--- config.mk ---
export PLATFORM = sky130hd
export DESIGN_NAME = gsbp_init
export DESIGN_NICKNAME = d
export VERILOG_FILES = /design/src/gsbp_init.sv
export SDC_FILE = /design/constraint.sdc
export NUM_CORES = 1
export LEC_CHECK = 0
export BUFFER_PORTS_ARGS = -buffer_cell sky130_fd_sc_hd__buf_2
export CORE_AREA = 3 3 40 42
export DETAILED_ROUTE_END_ITERATION = 10
export DIE_AREA = 0 0 43 45
export PLACE_DENSITY = 0.68
export SETUP_SLACK_MARGIN = 0.15
export SLEW_MARGIN = 40
export SYNTH_ARGS = -nofsm -noshare
export SYNTH_HDL_FRONTEND = slang
export SYNTH_SLANG_ARGS = --single-unit
--- constraint.sdc ---
create_clock -name clk -period 1.9 [get_ports clk]
set_input_delay 0.38 -clock clk [delete_from_list [all_inputs] [get_ports clk]]
set_output_delay 0.38 -clock clk [all_outputs]
set_load 0.02 [all_outputs]
--- src/gsbp_init.sv ---
// sweep that writes the reset counter value into every table entry after reset
// depends on nothing but its parameter
`default_nettype none

module gsbp_init #(
  parameter int INDEX_BITS = 12
) (
  input  wire logic                  clk,
  input  wire logic                  rst,
  output logic                       busy,
  output logic      [INDEX_BITS-1:0] addr
);

  always_ff @(posedge clk) begin
    if (rst) begin
      busy <= 1'b1;
      addr <= '0;
    end else if (busy) begin
      addr <= addr + 1'b1;
      if (addr == {INDEX_BITS{1'b1}}) busy <= 1'b0;
    end
  end

endmodule

`default_nettype wire

-- Word-level counts from Yosys, hierarchy flattened
Cells that the tools add are included.
- register bits: 13
- input bits: 2
- output and inout bits: 13
- word-level logic and storage cells: 6
- $add $sub $neg: 1
- equal/unequal tests: 1
- mux-type cells: 2
- operator list (operator ; number):
    $add A12 B1 Y12 const B ; 1
    $eq A12 B12 Y1 const B ; 1
    $mux W1 ; 2

-- Logic depth before layout (Yosys ltp)
Gate-level depths: netlist of the first run.
- depth after elaboration: 3
- mapped depth: 4
- depth with buffers taken out: 4

-- Worst setup path before layout of the first run
Ideal clock, no wire load.
- path type: reg-to-reg
- from: reg addr[0]
- to: reg addr[10]
- setup time: 71 ps
- arrival time: 1499 ps
- data required time: 1829 ps
- path slack: 330 ps
- cell stages (with the launch flop): 5
- path buffers: 0
- clock period less this slack: 1570 ps
- path through: dfxtp_1 ha_1 nand3_2 or4_1 a21oi_1
- cells in the longest elaborated chain, start to end: 1
- RTL lines (item ; line ; source):
    start: declaration ; 11 ; output logic [INDEX_BITS-1:0] addr
    start signal: assignment ; 19 ; addr <= addr + 1'b1;
    $add A12 B1 Y12 ; 19 ;
No other way between the ends.
A chain may end at the register's enable or synchronous reset.

-- Worst setup path in the final report of the first run
- from: reg addr[0]
- to: reg addr[8]
The elaborated chain is that of the path after synthesis.

==> summary.md, run 1 <==
| Metric | Value |
|---|---|
| Outcome | completed |
| CP Max Fanout | 6 |
| Wire length of the first global-routing pass | 1.94 mm |
| Post-DRT Antenna Nets | 0 |
| Synth top area cells | dfxtp_1 44%, a21oi_1 5.1%, o31ai_1 5.1% |
| Antenna violations before repair | 0 |
| Die W | 43 µm |
| Post-route DRC | 0 |
| Row count | 13 |
| Min-Delay Path Depth | 2 |
| Placed Cells | 89 |
| Initial core utilization | 45.6% |
| Total CTS buffers | 3 |
| Core ar. | 1280 µm² |
| Post-Syn Area | 586 µm² |
| Root Driver | clkbuf_4 |
| Postcts setup bufs | 0 |
| Post-DR wirelength/cell | 12.2 µm |
| RSZ-0062 raised after global routing | no |
| Crit Path Class | register to register |
| Peak supply drop | between 400 and 500 µV |
| Skew-Pair Late Insertion Delay | 270 ps |
| Syn Nets | 66 |
| Pin count of the biggest net entering global routing | 15 |
| CP required | 2110 ps |
| Setup tns final | 0 ps |
| Area growth, synth to finish | 16.2% |
| Yosys top cell by area | dfxtp_1 |
| Number of global-route vias before repair | 418 |
| GR Overflow Total | 0 |
| Area of the multi-input gates | 298 µm² |
| GRT Total Usage | 13.8% |
| DR pass1 iterations | 4 |
| Reg area | 260 µm² |
| HP Class | input port to register |
| Buffers on Ports | 14 |
| Post-synth EDFFs | 0 |
| Worst slew pin tran | 325 ps |
| Max-cap violations | 0 |
| Vias/cell | 5.42 |
| Final Hold Viols | 0 |
| Die area | 1940 µm² |
| Pins over their slew limit | 0 |
| Pwr per Cell Area | 712 nW/µm² |
| Area share of the largest cell type after synthesis | between 40 and 50% |
| Most common cell in the synthesized netlist | dfxtp_1 |
| Clock period minus worst slack | around 1600 ps |
| N_diodes | 0 |
| Nets | 82 |
| Max Freq | 644 MHz |
| Io pins | 15 |
| Clk sink count | 13 |
| H-tree levels | 1 |
| Clock-pin slew of the registers on the worst-case setup and hold paths | 80 ps |
| Gpl congestion | about 0.70 |
| Mean Syn Cell Area | 9.29 µm² |
| Fill cell count | 123 |
| Fin crit share | 81.7% |
| Synth cell types | 25 |
| # resized after CTS | 0 |
| Async SR Flop Fraction | 0% |
| Worst rel slew slack | 78.3% |
| Ys Warns | 0 |
| Sequential area share after synthesis | 44.4% |
| Post-synthesis register bit count | 13 |
| CTS tree | built |
| Final setup fails | 0 |
| Fin cells | 93 |
| WP data arrival | 1760 ps |
| Die height | between 40 and 50 µm |
| Startpoint types | register |
| Hold_buf cts | 0 |
| Max Buffers Root-to-Sink | 2 |
| CP endpoint kind | register |
| Final WL | 1.14 mm |
| Ys flop type | dfxtp_1 |
| Share of cells above drive strength 1 | 25.6% |
| Top post-synthesis cells by count | 13 x dfxtp_1, 6 x a21oi_1, 6 x nor2_1, 4 x o31ai_1, 4 x or4_1 |
| Initial DRC count | 13 |
| DR vias | between 500 and 600 |
| Final Skew | 1.20 ps |
| Total leakage power | 0.000273 µW |
| Syn Inst Count | 63 |
| Number of cells on the worst reg-to-reg path | 4 |
| DP HPWL | 789 µm |
[stage by stage]
step	worst slack, ps	util (%)	power (µW)	cell area, µm²	hold WS (ps)
after floorplan	330	-	312	586	449
final	347	53.0	484	681	436
after CTS	339	53.0	494	681	428
after global routing	243	53.0	509	681	452
after global placement	399	50.9	322	654	476
after detailed placement	369	50.9	322	654	487
[placed cells by master (no fill, tap or decap), drive strengths merged, types with 2 or more instances in the layout]
master  instances
buf            14
dfxtp          13
nor2            6
a21oi           6
o31ai           4
or4             4
clkbuf          4
nand3           4
nand2           3
xor2            3
nand4           3
inv             2
o21ai           2
or3             2
[flip-flops by register name, indices dropped and copies added, names as in the netlist]
| signal | count |
|---|---|
| busy | 1 |
| addr | 12 |
[power by group]
group	switching, µW	internal, µW
combinational	19.3	11.1
sequential	7.22	278
clock	87.7	81.4
total	114	370
[kinds of logic (layout without fill, tap and decap cells)]
group / count (synthesis) / count (layout) / share of synthesized area, %
adders and majority gates: 1 / 1 / 2.14
xor gates and xnor gates: 4 / 4 / 5.98
DFF: 13 / 13 / 44.4
AOI/OAI and AO/OA: 13 / 13 / 13.5
and+or+nand+nor: 25 / 25 / 25.6
buffers and inverters: 5 / 20 / 4.70
muxes: 2 / 2 / 3.63
[layout make-up]
cell class | instances | share of cell area (%)
clock buffers | 4 | 3.86
inverters | 2 | 1.10
multi-input cells | 45 | 43.8
flip-flops and latches | 13 | 38.2
well taps | 15 | 2.76
repair buffers | 14 | 10.3
[worst max-delay path: stages, from the launching register on]
cell	delay [ps]
dfxtp_1	400
ha_1	260
nand3_2	150
or4_1	530
a21oi_1	150
[metal layers]
metal	part of all wire [%]	vias up	global-route usage (%)
met2	43	13	18.0
met5	0	-	0
met1	51	230	19.1
met3	4.7	2	3.59
li1	-	259	-
met4	0.88	0	10.8
[worst paths after layout]
kind / slack, ps / startpoint / to
worst max register to register: 350 / addr[0] / addr[8]
worst max-delay path: 350 / addr[0] / addr[8]
worst min-delay path: 440 / rst / addr[4]
worst min register to register: 500 / addr[10] / addr[10]
(Power assumes the default switching activity.)
==> inputs of run 2 (changes only) <==
clock period = 1.48 ns   (was 1.9 ns; I/O delays follow)
==> summary.md, run 2 (synthesized netlist as in run 1, its figures left out) <==
| Metric | Value |
|---|---|
| Outcome | completed (unchanged) |
| Total CTS buffers | 3 (unchanged) |
| Initial core utilization | 45.6% (unchanged) |
| Reg2Reg Setup Slack | 170 ps (was 350 ps) |
| Root Driver | clkbuf_4 (unchanged) |
| Startpoint types | register (unchanged) |
| GRT Total Usage | 14.2% (was 13.8%) |
| Share of cells above drive strength 1 | 43.9% (was 25.6%) |
| Crit Path Class | register to register (unchanged) |
| Fill cell count | 105 (was 123) |
| N_diodes | 0 (unchanged) |
| Post-DR wirelength/cell | 12.7 µm (was 12.2 µm) |
| Row count | 13 (unchanged) |
| R2r endpoint | addr[10] (was addr[8]) |
| Io pins | 15 (unchanged) |
| Area growth, synth to finish | 32.5% (was 16.2%) |
| Max stage delay on crit path | 500 ps (was 530 ps) |
| Met3 GRT Util | 3.59% (unchanged) |
| Worst rel slew slack | 80.7% (was 78.3%) |
| Hold_buf cts | 0 (unchanged) |
| Nets | 86 (was 82) |
| Crit. Startpoint | addr[0] (unchanged) |
| DR pass1 iterations | 4 (unchanged) |
| Biggest register | addr (unchanged) |
| Vias/cell | 5.34 (was 5.42) |
| Clock-pin slew of the registers on the worst-case setup and hold paths | 80 ps (about the same) |
| WP data arrival | 1520 ps (was 1760 ps) |
| WHS | 352 ps (was 436 ps) |
| Setup tns final | 0 ps (unchanged) |
| Worst path cell trace | ha_4 -> nand3_4 -> or4_1 -> a21oi_1 (was ha_1 -> nand3_2 -> or4_1 -> a21oi_1) |
| Wire length of the first global-routing pass | 2.01 mm (was 1.94 mm) |
| Clock period minus worst slack | 1310 ps (was 1550 ps) |
| Max-cap violations | 0 (unchanged) |
| Final Skew | 8.03 ps (was 1.20 ps) |
| Placed Cells | 90 (was 89) |
| Initial DRC count | 14 (was 13) |
| Placement Setup Slack | 152 ps (was 369 ps) |
| CP required | 1680 ps (was 2110 ps) |
| Met1 Use GR | 18.0% (was 19.1%) |
| Number of cells on the worst reg-to-reg path | 4 (unchanged) |
| CP Max Fanout | 6 (unchanged) |
| HP Class | input port to register (unchanged) |
| DP HPWL | 847 µm (was 789 µm) |
| Hold Crit Start | rst (unchanged) |
| DR vias | 518 (was 504) |
| Commonest non-fill, non-tap cells in the layout | 14 x buf_2, 6 x nor2_1, 6 x a21oi_1, 6 x dfxtp_2 (was 14 x buf_2, 13 x dfxtp_1, 6 x nor2_1, 6 x a21oi_1) |
| Total leakage power | 0.000288 µW (was 0.000273 µW) |
| Number of global-route vias before repair | 472 (was 418) |
| CP endpoint kind | register (unchanged) |
| Most Crowded Layer GR | met2 (was met1) |
| Fin crit share | 88.8% (was 81.7%) |
| Antenna violations before repair | 0 (unchanged) |
| Slowest stage cell, crit path | or4_1 (unchanged) |
| Post-DRT Antenna Nets | 0 (unchanged) |
| Gpl congestion | 0.666 (was 0.698) |
| Max Buffers Root-to-Sink | 2 (unchanged) |
| Peak supply drop | 705 µV (was 455 µV) |
| Regs by FF count | addr: 12 flops, busy: 1 flops (unchanged) |
| RSZ-0062 raised after global routing | yes (was no) |
| Final Power | 637 µW (was 484 µW) |
| Final setup fails | 0 (unchanged) |
| M2 GR Usage | 22.5% (was 18.0%) |
| Pwr per Cell Area | 821 nW/µm² (was 712 nW/µm²) |
| Core ar. | 1280 µm² (unchanged) |
| Final Hold Viols | 0 (unchanged) |
| Pin count of the biggest net entering global routing | 15 (unchanged) |
| GR Overflow Total | 0 (unchanged) |
| Worst slew pin tran | 286 ps (was 325 ps) |
| Max reg flops | 12 (unchanged) |
| CTS tree | built (unchanged) |
| Crit path to | addr[10] (was addr[8]) |
| Clk sink count | 13 (unchanged) |
| Die height | 45 µm (unchanged) |
| Max Freq | 761 MHz (was 644 MHz) |
| H-tree levels | 1 (unchanged) |
| Buffers on Ports | 14 (unchanged) |
| Post-route DRC | 0 (unchanged) |
| Fin cells | 97 (was 93) |
| Commonest non-fill, non-tap cell in the layout | buf_2 (unchanged) |
| Final WL | 1.23 mm (was 1.14 mm) |
| Die area | 1940 µm² (unchanged) |
| Skew-Pair Late Insertion Delay | 280 ps (was 270 ps) |
| PnR worst setup slack | 166 ps (was 347 ps) |
| Worst r2r src | addr[0] (unchanged) |
| Die W | 43 µm (unchanged) |
| Pins over their slew limit | 0 (unchanged) |
run 2: report_power, final:
part	total [µW]	switching (µW)	internal, µW
clock	217	113	104
combinational	52.3	28.1	24.2
sequential	368	14.0	353
run 2: layout make-up:
| class | instances | area, µm² | area share (%) |
|---|---|---|---|
| Clock buffer | 4 | 26.3 | 3.39 |
| Inverter | 2 | 7.51 | 0.968 |
| Multi-Input combinational cell | 45 | 340 | 43.9 |
| Sequential cell | 13 | 283 | 36.5 |
| Tap cell | 15 | 18.8 | 2.42 |
| Timing Repair Buffer | 18 | 100 | 12.9 |
run 2: how the worst min path moves through the flow:
| stage | depth (start not counted) | endpoint |
|---|---|---|
| after detailed placement | 2 | addr[10] |
| after global placement | 2 | addr[9] |
| after CTS | 2 | addr[3] |
| final | 2 | addr[4] |
| after floorplan | 1 | addr[5] |
| after global routing | 2 | addr[6] |
run 2: per-stage QoR:
step	instance area, µm²	utilization [%]
finish	776	60.4
global placement	711	55.3
global route	776	60.4
floorplan	637	-
CTS	776	60.4
detailed placement	711	55.3
run 2: layer usage:
layer	up-vias	part of all wire, %
met5	-	0
met4	0	1.1
met1	232	47
met3	2	5.1
met2	12	47
li1	272	-
run 2: repair_timing:
item | CTS | global route
pin swaps | 3 | 1
cloned | 0 | 0
endpoints found under the setup margin | 4 | 2
setup buffers | 3 | 0
gates resized for setup | 2 | 0
run 2: critical path: cells and delay by family (launching register included):
| family | cells | cell delay [ps] |
|---|---|---|
| fa+ha+maj | 1 | 150 |
| flops | 1 | 380 |
| simple gates | 2 | 590 |
| compound gates | 1 | 130 |
