`src/gsbp_pkg.sv`:
```
// shared types, constants and helpers of the gshare branch predictor
// no dependencies
`default_nettype none

package gsbp_pkg;

  localparam int INDEX_BITS_DEFAULT = 12;
  localparam int PC_BITS            = 64;
  localparam int CTR_BITS           = 2;
  localparam int COUNT_BITS         = 32;

  // stream payload layout
  localparam int IN_DATA_BITS  = 72;   // pc, predicted_taken_in, resolved_taken, pad
  localparam int OUT_DATA_BITS = 72;   // predict_taken, branches_seen, mispredictions, pad

  localparam logic [CTR_BITS-1:0]   CTR_RESET = 2'd2;
  localparam logic [CTR_BITS-1:0]   CTR_MAX   = 2'd3;
  localparam logic [CTR_BITS-1:0]   CTR_MIN   = 2'd0;
  localparam logic [COUNT_BITS-1:0] COUNT_MAX = {COUNT_BITS{1'b1}};

  localparam logic MODE_ALWAYS_TAKEN = 1'b0;
  localparam logic MODE_GSHARE       = 1'b1;

  typedef enum logic {
    OP_PREDICT = 1'b0,
    OP_UPDATE  = 1'b1
  } op_t;

  // two-bit saturating counter step toward the outcome
  function automatic logic [CTR_BITS-1:0] ctr_step(input logic [CTR_BITS-1:0] c,
                                                   input logic up);
    logic [CTR_BITS-1:0] r;
    r = c;
    if (up) begin
      if (c != CTR_MAX) r = c + 1'b1;
    end else begin
      if (c != CTR_MIN) r = c - 1'b1;
    end
    return r;
  endfunction

endpackage

`default_nettype wire

```
`src/gsbp_stats.sv`:
```
// saturating totals of resolved branches and mispredictions
// depends on gsbp_pkg
`default_nettype none

module gsbp_stats (
  input  wire logic                            clk,
  input  wire logic                            rst,
  input  wire logic                            upd,
  input  wire logic                            miss,
  output logic      [gsbp_pkg::COUNT_BITS-1:0] branches_next,
  output logic      [gsbp_pkg::COUNT_BITS-1:0] misp_next
);
  import gsbp_pkg::*;

  logic [COUNT_BITS-1:0] branches;
  logic [COUNT_BITS-1:0] misp;

  // totals as they stand after this cycle's transfer
  always_comb begin
    branches_next = branches;
    misp_next     = misp;
    if (upd) begin
      if (branches != COUNT_MAX) branches_next = branches + 1'b1;
      if (miss && misp != COUNT_MAX) misp_next = misp + 1'b1;
    end
  end

  always_ff @(posedge clk) begin
    if (rst) begin
      branches <= '0;
      misp     <= '0;
    end else begin
      branches <= branches_next;
      misp     <= misp_next;
    end
  end

endmodule

`default_nettype wire

```
`config.mk`:
```
export PLATFORM = sky130hd
export DESIGN_NAME = gsbp_stats
export DESIGN_NICKNAME = d
export VERILOG_FILES = /design/src/gsbp_pkg.sv /design/src/gsbp_stats.sv
export SDC_FILE = /design/constraint.sdc
export NUM_CORES = 1
export LEC_CHECK = 0
export BUFFER_PORTS_ARGS = -buffer_cell sky130_fd_sc_hd__buf_2
export CAP_MARGIN = 25
export CORE_ASPECT_RATIO = 1.5
export CORE_MARGIN = 3
export CORE_UTILIZATION = 45
export DETAILED_ROUTE_END_ITERATION = 8
export PLACE_DENSITY = 0.67
export SYNTH_ARGS = -nofsm -noshare
export SYNTH_HDL_FRONTEND = slang
export SYNTH_SLANG_ARGS = --single-unit
```
`constraint.sdc`:
```
create_clock -name clk -period 5.44 [get_ports clk]
set_clock_uncertainty 0.05 [all_clocks]
set_input_delay 0.272 -clock clk [delete_from_list [all_inputs] [get_ports clk]]
set_output_delay 0.272 -clock clk [all_outputs]
set_load 0.005 [all_outputs]
```
Word level (Yosys, flattened, before mapping)

Cells that the tools add are included.

$add $sub $neg: 2
Eq/ne operators: 2
Multiplexer cells: 4
Reductions and logical operators: 1

Operators by type and width:

| cell                                                            | number |
|---|---|
| 32-bit 2-to-1 mux                                               | 4 |
| 32-bit by 1-bit adder with 32-bit output, second input constant | 2 |
| 32-bit != test, second input constant                           | 2 |
| 1-bit logical AND                                               | 1 |

Register bits after elaboration: 64
Word-level logic and storage cells: 11

Logic depth before layout (Yosys ltp)

Gate-level depths: netlist (run 1).

Depth in word-level cells: 4
Gate-level depth with buffers: 8
Depth with buffers taken out: 6

Worst setup path after synthesis (run 1)

OpenSTA, ideal clock, no wires.

Path kind: register to output
Start: reg misp[16]
End: out misp_next[8] (netlist bit)
Data arrival time: 1.890 ns
Data required time: 5.118 ns
Slack: 3.228 ns
Stages on the path, launching flop included: 7
Path buffers: 1
Cell sequence: dfxtp_1 -> nand3_2 -> or4_4 -> buf_6 -> or3_4 -> and4_4 -> xor2_1

Word-level cells in the longest chain between the ends: 4

RTL lines:

| item                   | line             | source |
|---|---|---|
| start, declared        | gsbp_stats.sv:16 | `logic [COUNT_BITS-1:0] misp;` |
| start signal, assigned | gsbp_stats.sv:34 | `misp <= misp_next;` |
| 32-bit != test         | gsbp_stats.sv:24 | `if (miss && misp != COUNT_MAX) misp_next = misp + 1'b1;` |
| 1-bit logical AND      | gsbp_stats.sv:24 |  |
| 32-bit 2-to-1 mux      | gsbp_stats.sv:24 |  |
| 32-bit 2-to-1 mux      | gsbp_stats.sv:22 | `if (upd) begin` |
| end, declared          | gsbp_stats.sv:11 | `output logic [gsbp_pkg::COUNT_BITS-1:0] misp_next` |

Every way passes these cells.

Worst setup path after layout (run 1)

Start: reg misp[23]
End: out misp_next[25] (netlist bit)

Word-level cells in the longest chain between the ends: 4
Elaborated cells on any way between the ends: 5

RTL lines:

| item                                                                             | line |
|---|---|
| branches (longest 2 deep; another with 32-bit by 1-bit adder with 32-bit output) | -- |
| 32-bit 2-to-1 mux *                                                              | gsbp_stats.sv:24 |
| 32-bit 2-to-1 mux *                                                              | gsbp_stats.sv:22 |

Mark *: on every way between the ends.

==> impl_metrics.env, run 1 <==
export IMPL_hold_path_class="input pin to flop"
export IMPL_cp_required_ps=5120
export IMPL_multi_input_area_um2=2330
export IMPL_power_frac_seq_pct=44.3
export IMPL_dp_hpwl_um=6430
export IMPL_root_buffer="clkbuf_16"
export IMPL_slew_headroom_pct=50.3
export IMPL_grt_pass1_vias=3327
export IMPL_fmax_mhz=325
export IMPL_yosysTopAreaCell="dfxtp_1"
export IMPL_ys_async_sr_fraction_pct=0
export IMPL_cts_hold_buffers_added=0
export IMPL_drt_pass1_iter_count=4
export IMPL_cts_resized=0
export IMPL_leakage_nw=2.02
export IMPL_layoutNonFillerInstCount=623
export IMPL_setup_tns_ps=0
export IMPL_place_inst=608
export IMPL_end_kind="primary output"
export IMPL_cts_sinks=64
export IMPL_p_total_mw=1.07
export IMPL_ir_drop_mv=0.230
export IMPL_antenna_left=0
export IMPL_r2r_cells=5
export IMPL_rows=40
export IMPL_cp_arrival_ps=2760
export IMPL_die_w_um=80.4
export IMPL_start_util_pct=46.4
export IMPL_p_sw_share_pct=21.2
export IMPL_ys_ff_latch=64
export IMPL_final_core_util_pct=54.7
export IMPL_track_usage_pct=19.7
export IMPL_period_minus_slack_ps=3080
export IMPL_pwr_density_cell_nw_per_um2=243
export IMPL_vias=3460
export IMPL_setup_viol=0
export IMPL_die_h_um=118
export IMPL_cpLargestDelayFamily="simple AND/OR/NAND/NOR gates"
export IMPL_synth_area_top_cells="dfxtp_1, xor2_1, mux2_2, nand2_1, and2_1"
export IMPL_drive_gt1_share_pct=22.4
export IMPL_synth_warnings=0
export IMPL_finalHoldViolations=0
export IMPL_maxSlewViolCount=0
export IMPL_antenna_found_initial=0
export IMPL_register_area_um2=1280
export IMPL_critical_path_max_stage_delay_ps=710
export IMPL_wl_per_cell_um=14.2
export IMPL_totalWireLength_um=8840
export IMPL_fin_crit_sh_pct=56.6
export IMPL_grt_max_degree=65
export IMPL_ys_seq_area_share_pct=34.3
export IMPL_clock_latency_ps=330
export IMPL_portBuffers=67
export IMPL_pin_count=68
export IMPL_rsz0062_at_grt="no"
export IMPL_holdPathStages=3
export IMPL_synth_edff_count=0
export IMPL_p_clk_share_pct=52.8
export IMPL_final_cell_area_um2=4410
export IMPL_crit_chain="nand4_1, or4_4, o31ai_4, nor3_1, xor2_1, buf_2"
export IMPL_synthCells=453
export IMPL_startpoint_type="flop"
export IMPL_dpl_cell_area_um2=4120
export IMPL_nFillCells=786
export IMPL_max_cap_violations=0
export IMPL_overflow=0
export IMPL_criticalPathCategory="flop to primary output"
export IMPL_gp_congestion=0.831
export IMPL_synth_top_cell_area_share_pct=34.3
export IMPL_coreArea_um2=8060
export IMPL_grt_pass1_wl_um=14900
export IMPL_crit_cells=6
export IMPL_critPathSlowestCell="o31ai_4"
export IMPL_worst_path_max_fanout=19
export IMPL_worstMarginPinSlew_ps=746
export IMPL_htreeDepth=3
export IMPL_intPower_mw=0.843
export IMPL_area_growth_synth_to_final_pct=18.0
export IMPL_syn_area_um2=3730
export IMPL_cts_tree="yes"
export IMPL_via_per_inst=5.55
export IMPL_pwr_share_comb_pct=2.9
export IMPL_cts_buffers=9
export IMPL_ys_types=53
export IMPL_synth_fp_nets=459
export IMPL_nets=520
export IMPL_clk_pin_slew_worst_paths_ps=50
export IMPL_switchingPower_mw=0.226
export IMPL_worst_path_buf_inv=1
export IMPL_post_cts_setup_buffers=0
export IMPL_ys_flop_type="dfxtp_1"
export IMPL_drc=0
export IMPL_cts_buffer_depth=2
export IMPL_die_area_um2=9450
export IMPL_drt_initial_drc_count=160
export IMPL_outcome="complete, no violations"
export IMPL_num_antenna_cells=0
export IMPL_syn_area_per_cell_um2=8.24
==> worst register-to-register path, delay by kind of cell, from the launching register on <==
family	cells	cell delay [ps]
DFF	1	410
and+or+nand+nor	3	970
AOI/OAI and AO/OA	1	710
muxes	1	320
==> cell type report <==
type,count,area share (%)
multi-input cells,362,52.9
clock buffers,11,5.51
inverters,9,0.766
repair buffers,68,7.78
flip-flops and latches,64,29.1
well taps,105,2.98
clock inverters,4,1.02
==> cells in the mapped netlist (2+ instances only) <==
cell type and n:
dfxtp_1 64, nand2_1 49, nor2_1 34, xor2_1 26, and2_1 25, nand3_1 25
o21ai_0 22, a21oi_1 21, mux2_2 18, or3_1 18, nor2b_1 17, nand4_1 14
and3_1 12, nor3_1 12, xnor2_1 12, clkbuf_1 11, inv_1 9, and4_1 7
nor4_1 5, buf_2 4, or4_1 4, nor3b_1 3, o31ai_1 3, a2111oi_0 2
a2111oi_1 2, a31o_2 2, a31oi_1 2, buf_6 2, ha_1 2, mux2_4 2
o2111ai_1 2
==> path summary, 6_finish.rpt <==
kind / start / end / slack, ps
max reg2reg: misp[23]$_SDFF_PP0_ / misp[25]$_SDFF_PP0_ / 2860
min reg2reg: misp[31]$_SDFF_PP0_ / misp[31]$_SDFF_PP0_ / 460
max: misp[23]$_SDFF_PP0_ / misp_next[25] / 2360
min: miss / misp[1]$_SDFF_PP0_ / 220
==> metal layers <==
metal  vias to the layer above  track usage, %  share of wire [%]
met5                         -               0                  0
met4                         0            9.83                3.0
met3                        25            4.13                4.9
met2                        97            35.2                 53
met1                      1598            21.3                 40
li1                       1740               -                  -
==> power by group through the flow <==
| stage | Clock (mW) | Sequential (mW) | Combinational, mW |
|---|---|---|---|
| floorplan | 0 | 0.483 | 0.0209 |
| global placement | 0 | 0.483 | 0.0303 |
| detailed placement | 0 | 0.484 | 0.0310 |
| CTS | 0.575 | 0.474 | 0.0312 |
| global route | 0.594 | 0.474 | 0.0348 |
| finish | 0.565 | 0.474 | 0.0307 |
==> sequential cells by signal, indices dropped and copies added (netlist names) <==
register / cells
branches: 32
misp: 32
==> logic make-up after synthesis <==
group | Yosys count | synth area share, %
simple gates | 234 | 34.4
compound gates | 66 | 11.5
flops | 64 | 34.3
xor+xnor | 39 | 9.35
buf+inv | 27 | 3.28
mux | 21 | 6.50
fa+ha+maj | 2 | 0.670
==> cell usage in the layout, fill, tap and decap left out, types with 12 or more instances in the layout <==
cell type,Yosys,layout
buf_2,4,67
dfxtp_1,64,64
nand2_1,49,49
nor2_1,34,34
xor2_1,26,26
nand3_1,25,25
and2_1,25,25
o21ai_0,22,22
a21oi_1,21,21
or3_1,18,18
mux2_2,18,18
nor2b_1,17,17
nand4_1,14,14
and3_1,12,12
xnor2_1,12,12
nor3_1,12,12
==> stage by stage <==
step | setup WS, ps | hold slack [ps]
after floorplan | 3230 | 411
after global placement | 2770 | 439
after detailed placement | 2720 | 448
after CTS | 2340 | 218
after global routing | 2170 | 251
final | 2360 | 224
Note: power is estimated with default switching activity, not from simulation.
==> run 2, diff against run 1 <==
--- a/config.mk
+++ b/config.mk
@@ -5,13 +5,14 @@
 export SDC_FILE = /design/constraint.sdc
 export NUM_CORES = 1
 export LEC_CHECK = 0
+export ABC_AREA = 1
 export BUFFER_PORTS_ARGS = -buffer_cell sky130_fd_sc_hd__buf_2
 export CAP_MARGIN = 25
 export CORE_ASPECT_RATIO = 1.5
 export CORE_MARGIN = 3
 export CORE_UTILIZATION = 45
 export DETAILED_ROUTE_END_ITERATION = 8
-export PLACE_DENSITY = 0.67
+export PLACE_DENSITY = 0.68
 export SYNTH_ARGS = -nofsm -noshare
 export SYNTH_HDL_FRONTEND = slang
 export SYNTH_SLANG_ARGS = --single-unit
==> constraint.sdc (replaced) <==
create_clock -name clk -period 2.6 [get_ports clk]
set_clock_uncertainty 0.05 [all_clocks]
set_input_delay 0.13 -clock clk [delete_from_list [all_inputs] [get_ports clk]]
set_output_delay 0.13 -clock clk [all_outputs]
set_load 0.005 [all_outputs]
==> run 2 against run 1 <==
Compared with the run above:
- non-clock buffer count up 6
- synthesized cell count up 66%
- die area up 18%
- routed wire length up 41%
- combinational power rose to 2.9 times the previous value
- critical path type unchanged
- largest power group unchanged
- highest routed layer unchanged
==> impl_metrics.env, run 2 <==
export IMPL_outcome="complete, no violations"
export IMPL_yosys_top_cells_count="nand2_1, inv_1, nor2_1"
export IMPL_slew_headroom_pct=56.6
export IMPL_ys_async_sr_fraction_pct=0
export IMPL_start_util_pct=47.2
export IMPL_grt_max_degree=38
export IMPL_pin_count=68
export IMPL_grt_pass1_wl_um=20600
export IMPL_ir_drop_mv=0.392
export IMPL_grt_pass1_vias=4721
export IMPL_portBuffers=67
export IMPL_cp_arrival_ps=2250
export IMPL_synth_warnings=0
export IMPL_holdPathStages=5
export IMPL_period_minus_slack_ps=2430
export IMPL_setup_tns_ps=0
export IMPL_area_growth_synth_to_final_pct=17.0
export IMPL_vias=4913
export IMPL_syn_area_um2=4470
export IMPL_antenna_left=0
export IMPL_reg2reg_from="misp[0]$_SDFF_PP0_"
export IMPL_r2r_cells=10
export IMPL_crit_start="misp[0]$_SDFF_PP0_"
export IMPL_startpoint_type="flop"
export IMPL_fin_ws_ps=173
export IMPL_layoutNonFillerInstCount=933
export IMPL_synth_fp_nets=758
export IMPL_drc=0
export IMPL_syn_area_per_cell_um2=5.94
export IMPL_mostFrequentLayoutCell="nand2_1"
export IMPL_synth_top_cell_area_share_pct=28.7
export IMPL_synth_edff_count=0
export IMPL_synth_xor_area_share_pct=2.35
export IMPL_nets=823
export IMPL_worst_path_max_fanout=31
export IMPL_synth_fa_ha_area_share_pct=0.560
export IMPL_die_area_um2=11200
export IMPL_finalHoldViolations=0
export IMPL_gp_congestion=0.882
export IMPL_pwr_density_cell_nw_per_um2=448
export IMPL_htreeDepth=3
export IMPL_place_inst=915
export IMPL_cts_buffer_depth=2
export IMPL_overflow=0
export IMPL_yosysTopAreaCell="dfxtp_1"
export IMPL_setup_viol=0
export IMPL_cts_buffers=9
export IMPL_ys_seq_area_share_pct=28.7
export IMPL_drt_initial_drc_count=227
export IMPL_top_regs="branches: 32 flops, misp: 32 flops"
export IMPL_cts_tree="yes"
export IMPL_num_antenna_cells=0
export IMPL_ys_ff_latch=64
export IMPL_synthCells=752
export IMPL_die_h_um=128
export IMPL_cts_sinks=64
export IMPL_crit_end="misp_next[17]"
export IMPL_holdWs_ps=249
export IMPL_hold_path_class="input pin to flop"
export IMPL_final_core_util_pct=55.2
export IMPL_coreArea_um2=9470
export IMPL_worstMarginPinSlew_ps=651
export IMPL_drt_pass1_iter_count=5
export IMPL_clk_pin_slew_worst_paths_ps=50
export IMPL_dp_hpwl_um=9330
export IMPL_totalWireLength_um=12400
export IMPL_cp_required_ps=2420
export IMPL_wl_per_cell_um=13.3
export IMPL_fmax_mhz=412
export IMPL_mostFrequentLayoutCells="nand2_1, nor2_1, inv_1"
export IMPL_via_per_inst=5.27
export IMPL_synth_top_family_by_area="simple AND/OR/NAND/NOR gates"
export IMPL_track_usage_pct=22.8
export IMPL_yosys_area_share_simple_pct=50.3
export IMPL_synth_mux_area_share_pct=0
export IMPL_reg2reg_slack_ps=640
export IMPL_antenna_found_initial=0
export IMPL_synth_compound_area_share_pct=6.13
export IMPL_cts_hold_buffers_added=0
export IMPL_clock_latency_ps=330
export IMPL_synth_area_top_cells="dfxtp_1, nand2_1, inv_1, nor2_1, nand3_1"
export IMPL_place_ws_ps=404
export IMPL_max_cap_violations=0
export IMPL_synth_most_common_cell="nand2_1"
export IMPL_root_buffer="clkbuf_16"
export IMPL_die_w_um=87.4
export IMPL_criticalPathCategory="flop to primary output"
export IMPL_end_kind="primary output"
export IMPL_leakage_nw=2.55
export IMPL_timing_rr_end="misp[17]$_SDFF_PP0_"
export IMPL_drive_gt1_share_pct=16.8
export IMPL_ys_types=38
export IMPL_fin_crit_sh_pct=93.3
export IMPL_rows=43
export IMPL_ys_flop_type="dfxtp_1"
export IMPL_maxSlewViolCount=0
## run 2: cells by family after synthesis
kind of cell / Yosys count
buf+inv: 126
fa+ha+maj: 2
compound gates: 46
flops: 64
xor+xnor: 12
simple gates: 502
## run 2: cell type report
| type | count | area [um^2] |
|---|---|---|
| tap | 112 | 140 |
| sequential | 64 | 1280 |
| fill | 990 | 4240 |
| clock inverter | 3 | 40.0 |
| clock buffer | 12 | 267 |
| timing repair buffer | 74 | 413 |
| multi-input combinational | 563 | 2690 |
| inverter | 105 | 394 |
## run 2: metal layers
metal	share of wire (%)	vias to the layer above	GRT usage, %
li1	-	2493	-
met1	37	2229	23.7
met2	53	139	41.5
met5	0	-	0
met3	4.4	52	4.18
met4	5.4	0	13.3
## run 2: stage by stage
stage / total power [mW] / cell area, um^2
3_3_place_gp: 1.10 / 4870
3_5_place_dp: 1.10 / 4870
5_1_grt: 2.41 / 5230
4_1_cts: 2.36 / 5170
6_report: 2.34 / 5230
2_1_floorplan: 1.07 / 4470
## run 2: critical path: stages (launching register included)
cell	delay, ps
dfxtp_1	360
ha_2	220
nand2_1	90
nor2_4	150
nand2_2	100
nor2_4	170
nand3_4	160
buf_12	200
nand2_1	110
xor2_2	170
inv_1	60
buf_2	120
## run 2: how the worst min path moves through the flow
| stage | startpoint | endpoint | slack (ps) |
|---|---|---|---|
| detailed placement | branches[31]$_SDFF_PP0_ | branches[31]$_SDFF_PP0_ | 440 |
| CTS | miss | misp[24]$_SDFF_PP0_ | 250 |
| floorplan | rst | branches[10]$_SDFF_PP0_ | 300 |
| global route | rst | branches[22]$_SDFF_PP0_ | 300 |
| finish | miss | misp[24]$_SDFF_PP0_ | 250 |
| global placement | branches[31]$_SDFF_PP0_ | branches[31]$_SDFF_PP0_ | 430 |
## run 2: repair_timing
item                       in CTS  in global routing
resized for setup               0                  6
buffers inserted                0                  2
setup endpoints to repair       0                  9
## run 2: report_power, final
part           leakage, nW  switching (mW)  total, mW  internal, mW
clock                0.154           0.446       1.26         0.812
combinational         1.88          0.0630     0.0881        0.0250
sequential           0.516         0.00735      0.995         0.988
